==> src/rtl/acl_pkg.sv <==
// ---------------------------------------------------------------------------
// acl_pkg
// Types and constants of the access control list checker.
// ---------------------------------------------------------------------------
`timescale 1ns / 1ps

package acl_pkg;

  localparam int TABLE_ENTRIES = 16;
  localparam int IDX_W         = $clog2(TABLE_ENTRIES);
  localparam int CNT_W         = $clog2(TABLE_ENTRIES + 1);
  localparam int ID_W          = 32;
  localparam int RIGHTS_W      = 3;
  localparam int SLOT_W        = 8;
  localparam int OP_W          = 2;
  localparam int CFG_ADDR_W    = 3;
  localparam int CFG_DATA_W    = 32;
  localparam int IN_DATA_W     = 80;
  localparam int OUT_DATA_W    = 8;

  localparam logic [ID_W-1:0]  ID_WILDCARD = '1;
  localparam logic [CNT_W-1:0] TABLE_FULL  = CNT_W'(TABLE_ENTRIES);

  // Operation codes
  localparam logic [OP_W-1:0] OP_CHECK  = 2'd0;
  localparam logic [OP_W-1:0] OP_ADD    = 2'd1;
  localparam logic [OP_W-1:0] OP_REMOVE = 2'd2;
  localparam logic [OP_W-1:0] OP_CLEAR  = 2'd3;

  // Configuration register indexes
  localparam logic [CFG_ADDR_W-1:0] REG_OWNER_USER   = 3'd0;
  localparam logic [CFG_ADDR_W-1:0] REG_OWNING_GROUP = 3'd1;
  localparam logic [CFG_ADDR_W-1:0] REG_OWNER_RIGHTS = 3'd2;
  localparam logic [CFG_ADDR_W-1:0] REG_GROUP_RIGHTS = 3'd3;
  localparam logic [CFG_ADDR_W-1:0] REG_OTHER_RIGHTS = 3'd4;

  // One table entry
  typedef struct packed {
    logic [ID_W-1:0]     user;
    logic [ID_W-1:0]     group;
    logic [RIGHTS_W-1:0] rights;
  } entry_t;

  // Table access request from the sequencer
  typedef struct packed {
    logic             wr_en;
    logic [IDX_W-1:0] wr_addr;
    entry_t           wr_data;
    logic             rd_en;
    logic [IDX_W-1:0] rd_addr;
  } tbl_req_t;

endpackage

==> src/rtl/acl_cmp.sv <==
// ---------------------------------------------------------------------------
// acl_cmp
// Entry matcher: id match with wildcard and rights cover test.
// ---------------------------------------------------------------------------
`timescale 1ns / 1ps

module acl_cmp
  import acl_pkg::*;
(
  input  entry_t              entry,
  input  logic [ID_W-1:0]     uid,
  input  logic [ID_W-1:0]     gid,
  input  logic [RIGHTS_W-1:0] want,
  output logic                hit
);

  logic user_match;
  logic group_match;
  logic covers;

  // All-ones ids in an entry match anything
  assign user_match  = (entry.user == ID_WILDCARD) || (entry.user == uid);
  assign group_match = (entry.group == ID_WILDCARD) || (entry.group == gid);
  assign covers      = ((want & entry.rights) == want);
  assign hit         = user_match && group_match && covers;

endmodule

==> config.mk <==
export PLATFORM = sky130hd
export DESIGN_NAME = acl_cmp
export DESIGN_NICKNAME = d
export VERILOG_FILES = /design/src/rtl/acl_pkg.sv /design/src/rtl/acl_cmp.sv
export SDC_FILE = /design/constraint.sdc
export NUM_CORES = 1
export LEC_CHECK = 0
export ABC_CLOCK_PERIOD_IN_PS = 1200
export BUFFER_PORTS_ARGS = -buffer_cell sky130_fd_sc_hd__buf_2
export CAP_MARGIN = 20
export CORE_MARGIN = 2
export CORE_UTILIZATION = 30
export DETAILED_ROUTE_END_ITERATION = 8
export PLACE_DENSITY = 0.94
export SYNTH_ARGS = -nofsm -noshare
export SYNTH_HDL_FRONTEND = slang
export SYNTH_SLANG_ARGS = --single-unit
==> constraint.sdc <==
create_clock -name vclk -period 1.2
set_input_delay 0.06 -clock vclk [all_inputs]
set_output_delay 0.06 -clock vclk [all_outputs]
set_load 0.005 [all_outputs]
==> results.md, run 1 <==
* Status: complete, but fails checks
* Failing checks: negative setup slack
* Global route total overflow at 0
* Syn-to-layout area delta at 138%
* Drc violations at 0
* Layout clock buffers at 0
* Die width at about 57 um
* Pre-CTS WS at -0.253 ns
* Synthesized cell area at ~860 sq um
* Crit path kind: in -> out
* Non-Filler Instances at between 200 and 300
* Fin util at 0.748
* Fillers at 216
* Final Hold Viols at 0
* Most frequent cells in the layout: 119 x buf_2, 39 x xnor2_1, 32 x nand4_1
* Final period util at 1.16
* Syn nets at ~250
* Met1 Track Usage GR at 0.235
* Final nets at 401
* Max-cap viol count at 0
* RePlAce Congestion at between 0.7 and 0.8
* Area leader, netlist: xnor2_1
* M2 GR Usage at 0.584
* Crit-path max FO at 1
* Detailed Routing Iterations Pass 1 at 4
* Unrepaired setup endpoints after global routing: yes
* Commonest non-fill, non-tap cell in the layout: buf_2
* Mapped Cells at 111
* GRT Max-Usage Layer: met2
* Register area at 0 sq um
* Ys Warns at 0
* CP endpoint kind: output port
* Via count at 1521
* Placed cell count at 296
* Cell Area, Placed at roughly 1700 sq um
* I/O Pins at 135
* F_max at 721 MHz
* Final Setup Violations at 1
* Peak supply drop at 276 uV
* Slack of the critical path at -0.187 ns
* Share of Yosys cell area claimed by the top area cell type at 0.653
* First-pass GRT wire length at 6.89 mm
* Cell Pwr Density at 350 nW/um^2
* Part of the Yosys area used for sequential elements at 0
* HP Class: in -> out
* Hold buffers post-CTS at 0
* Initial Util at 0.314
* Static leakage at between 0.0009 and 0.001 uW
* Initial antenna violation count at 0
* Die Area at 3310 sq um
* Largest net degree at the start of global routing at 3
* Core Footprint at 2730 sq um
* Synth cell types at 7
* Worst slew margin at 0.771
* Critical Path RT at 1.14 ns
* Min cycle time layout at 1.39 ns
* Vias in the first global route at between 1.5k and 2k
* Final Cell Area at 2040 sq um
* Port Buffers at 135
* Die height at roughly 57 um
* GR Util All Layers at 0.264
* Initial DRC Count at 45
* FFs & Latches at 0
* Share of layout cells above drive strength 1 at 0.706
* Final WL at about 4.8 mm
* Drt wl/cell at 16.1 um
* Diodes inserted at 0
* GR met3 Demand/Resource at 0.0317
* Final HPWL DP at 3.86 mm
* Worst-Margin Slew at between 0.3 and 0.4 ns
* Max Slew Vio Count at 0
* Worst EP arrival at 1.33 ns
* Vias per std cell at 5.14
* Area contributors post-synth: xnor2_1 65%, nand4_1 23%, nor4_1 5.8%, a2111oi_2 1.7%, a22oi_1 1.7%
* Synthesized area per cell at 7.73 sq um
* Row count at 19
* ANT nets after route at 0
* CP Launch Type: input pin
* Post-CTS Setup Bufs at 0
[metal layers]
layer / share of wire / wire length [um]
met5: 0 / 0
met4: 0.026 / 126
met3: 0.072 / 345
met2: 0.59 / 2820
met1: 0.31 / 1480
[layout make-up]
cell class,count,area (sq um),area share
well taps,31,38.8,0.0190
multi-input cells,108,1080,0.526
repair buffers,154,918,0.449
inverters,3,11.3,0.00551
[repair_timing]
item	4_1_cts	5_1_grt
endpoints found under the setup margin	1	1
gates resized for setup	29	21
pin swaps	24	22
[cell usage after synthesis (all sizes together)]
cell,number
nor4,8
a2111oi,1
xnor2,64
inv,3
a22oi,2
o22ai,1
nand4,32
[stage by stage]
step	setup TNS, ns	total power [uW]	hold WS, ns
finish	-0.187	716	0.373
floorplan	0	217	0.164
global route	-0.371	764	0.393
CTS	-0.177	655	0.378
global placement	-0.266	558	0.376
detailed placement	-0.253	579	0.378
[power breakdown]
part / leakage (uW) / switching [uW] / internal (uW)
clock network: 0 / 0 / 0
logic: 0.000967 / 283 / 433
registers: 0 / 0 / 0
[worst paths after layout]
path	start	endpoint	slack [ns]	cells after the start
setup / recovery	uid[8]	hit	-0.19	7
hold / removal	want[1]	hit	0.37	3
[cell families after synthesis]
logic type	synth area share
AOI/OAI and AO/OA	0.0423
and+or+nand+nor	0.292
buffers and inverters	0.0131
xor gates and xnor gates	0.653
[worst max-delay path, cell delays in order]
cell	delay, ns
buf_2	0.11
xnor2_1	0.15
nand4_1	0.14
nor4_2	0.32
a22oi_2	0.11
a2111oi_2	0.27
buf_2	0.16
No activity file was read; power rests on OpenSTA's default activity.
==> run 2: changes to the inputs <==
Settings changed: PLACE_DENSITY 0.94 to 0.82.
==> results.md, run 2 (synthesis results as in run 1) <==
* Commonest non-fill, non-tap cell in the layout: buf_2
* Fillers at 240 (+11%)
* Max-cap viol count at 0 (unchanged)
* Worst-path cell chain: buf_2, xnor2_2, nand4_1, nor4_2, a22oi_2, a2111oi_2, buf_2
* RePlAce Congestion at 0.792 (+1.4%)
* M2 GR Usage at 0.492 (-0.0925)
* GRT Max-Usage Layer: met2
* ANT nets after route at 0 (unchanged)
* Crit path buffers/inverters at 2 (unchanged)
* Die width at 57.5 um (unchanged)
* Initial Util at 0.314 (unchanged)
* Worst EP arrival at 1.40 ns (+0.07 ns)
* Share of layout cells above drive strength 1 at 0.664 (-0.0415)
* I/O Pins at 135 (unchanged)
* Crit path largest cell delay at 0.33 ns (about the same)
* Core Footprint at 2730 sq um (unchanged)
* Cell Pwr Density at 340 nW/um^2 (-2.9%)
* Diodes inserted at 0 (unchanged)
* Register area at 0 sq um (unchanged)
* Final nets at 398 (-0.75%)
* Global route total overflow at 0 (unchanged)
* Cell Area, Placed at 1690 sq um (-1.3%)
* Final period util at 1.22 (+0.0629)
* Peak supply drop at 235 uV (-15%)
* Slack of the critical path at -0.263 ns (-0.0755 ns)
* Vias per std cell at 5.05 (-1.7%)
* Worst-Margin Slew at 0.352 ns (+0.0117 ns)
* CP top delay family: simple AND/OR/NAND/NOR gates
* FFs & Latches at 0 (unchanged)
* Hold buffers post-CTS at 0 (unchanged)
* Final TNS setup at -0.263 ns (-0.0755 ns)
* Final Cell Area at 1920 sq um (-6.2%)
* Most frequent cells in the layout: 126 x buf_2, 50 x xnor2_1, 32 x nand4_1
* Static leakage at 0.000878 uW (-9.2%)
* Failing checks: negative setup slack
* Worst slew margin at 0.763 (-0.00788)
* Max Slew Vio Count at 0 (unchanged)
* WHS at 0.378 ns (+0.00574 ns)
* Worst hold start: want[1]
* Die Area at 3310 sq um (unchanged)
* Met1 Track Usage GR at 0.228 (-0.00683)
* Initial antenna violation count at 0 (unchanged)
* Final HPWL DP at 3.48 mm (-10%)
* HP Class: in -> out
* Layout clock buffers at 0 (unchanged)
* GR met3 Demand/Resource at 0.0317 (unchanged)
* Final WL at 4.24 mm (-11%)
* CP Launch Type: input pin
* First-pass GRT wire length at 6.17 mm (-10%)
* Row count at 19 (unchanged)
* Drt wl/cell at 14.5 um (-10%)
* Via count at 1480 (-2.7%)
* F_max at 684 MHz (-5.2%)
* Detailed Routing Iterations Pass 1 at 4 (unchanged)
* Die height at 57.5 um (unchanged)
* Crit path kind: in -> out
* Crit-path max FO at 2 (+1)
* GR Util All Layers at 0.233 (-0.0307)
* Min cycle time layout at 1.46 ns (+0.0755 ns)
* Status: complete, but fails checks
* Port Buffers at 135 (unchanged)
* Final Hold Viols at 0 (unchanged)
* Largest net degree at the start of global routing at 3 (unchanged)
* Post-CTS Setup Bufs at 0 (unchanged)
* Syn-to-layout area delta at 123%
* Crit. Startpoint: entry[59]
* Unrepaired setup endpoints after global routing: yes
* Slowest stage cell, crit path: nor4_2
* Final Setup Violations at 1 (unchanged)
* Critical Path RT at 1.14 ns (about the same)
* Initial DRC Count at 30 (-33%)
* CP most frequent cell: buf_2
* Vias in the first global route at 1509 (-7.1%)
* Drc violations at 0 (unchanged)
* CP endpoint kind: output port
## run 2: worst paths after layout
path  endpoint  slack, ns  depth (start not counted)
max        hit      -0.26                          7
min        hit       0.38                          3
## run 2: layer usage
metal,part of all wire,vias up
met5,0,-
li1,-,723
met1,0.33,672
met4,0.026,0
met3,0.079,10
met2,0.57,75
## run 2: repair_timing
item,4_1_cts,5_1_grt
resized for setup,18,15
endpoints found under the setup margin,1,1
pin swaps,23,14
## run 2: final cells by class
class | instances | area (sq um) | share of cell area
Timing Repair Buffer | 151 | 856 | 0.446
Tap cell | 31 | 38.8 | 0.0202
Inverter | 3 | 11.3 | 0.00587
Multi-Input combinational cell | 108 | 1010 | 0.527
## run 2: per-stage QoR
step / worst slack, ns / total power, uW / std cells / utilization
after floorplan: 0.176 / 217 / 111 / -
after global placement: -0.234 / 553 / 293 / 0.619
after detailed placement: -0.338 / 562 / 293 / 0.619
after CTS: -0.188 / 599 / 293 / 0.662
after global routing: -0.306 / 700 / 293 / 0.701
final: -0.263 / 652 / 293 / 0.701
## run 2: where the power goes
part | internal, uW | total (uW) | switching (uW) | leakage, uW
Sequential | 0 | 0 | 0 | 0
Clock | 0 | 0 | 0 | 0
Combinational | 397 | 652 | 254 | 0.000878
Total | 397 | 652 | 254 | 0.000878
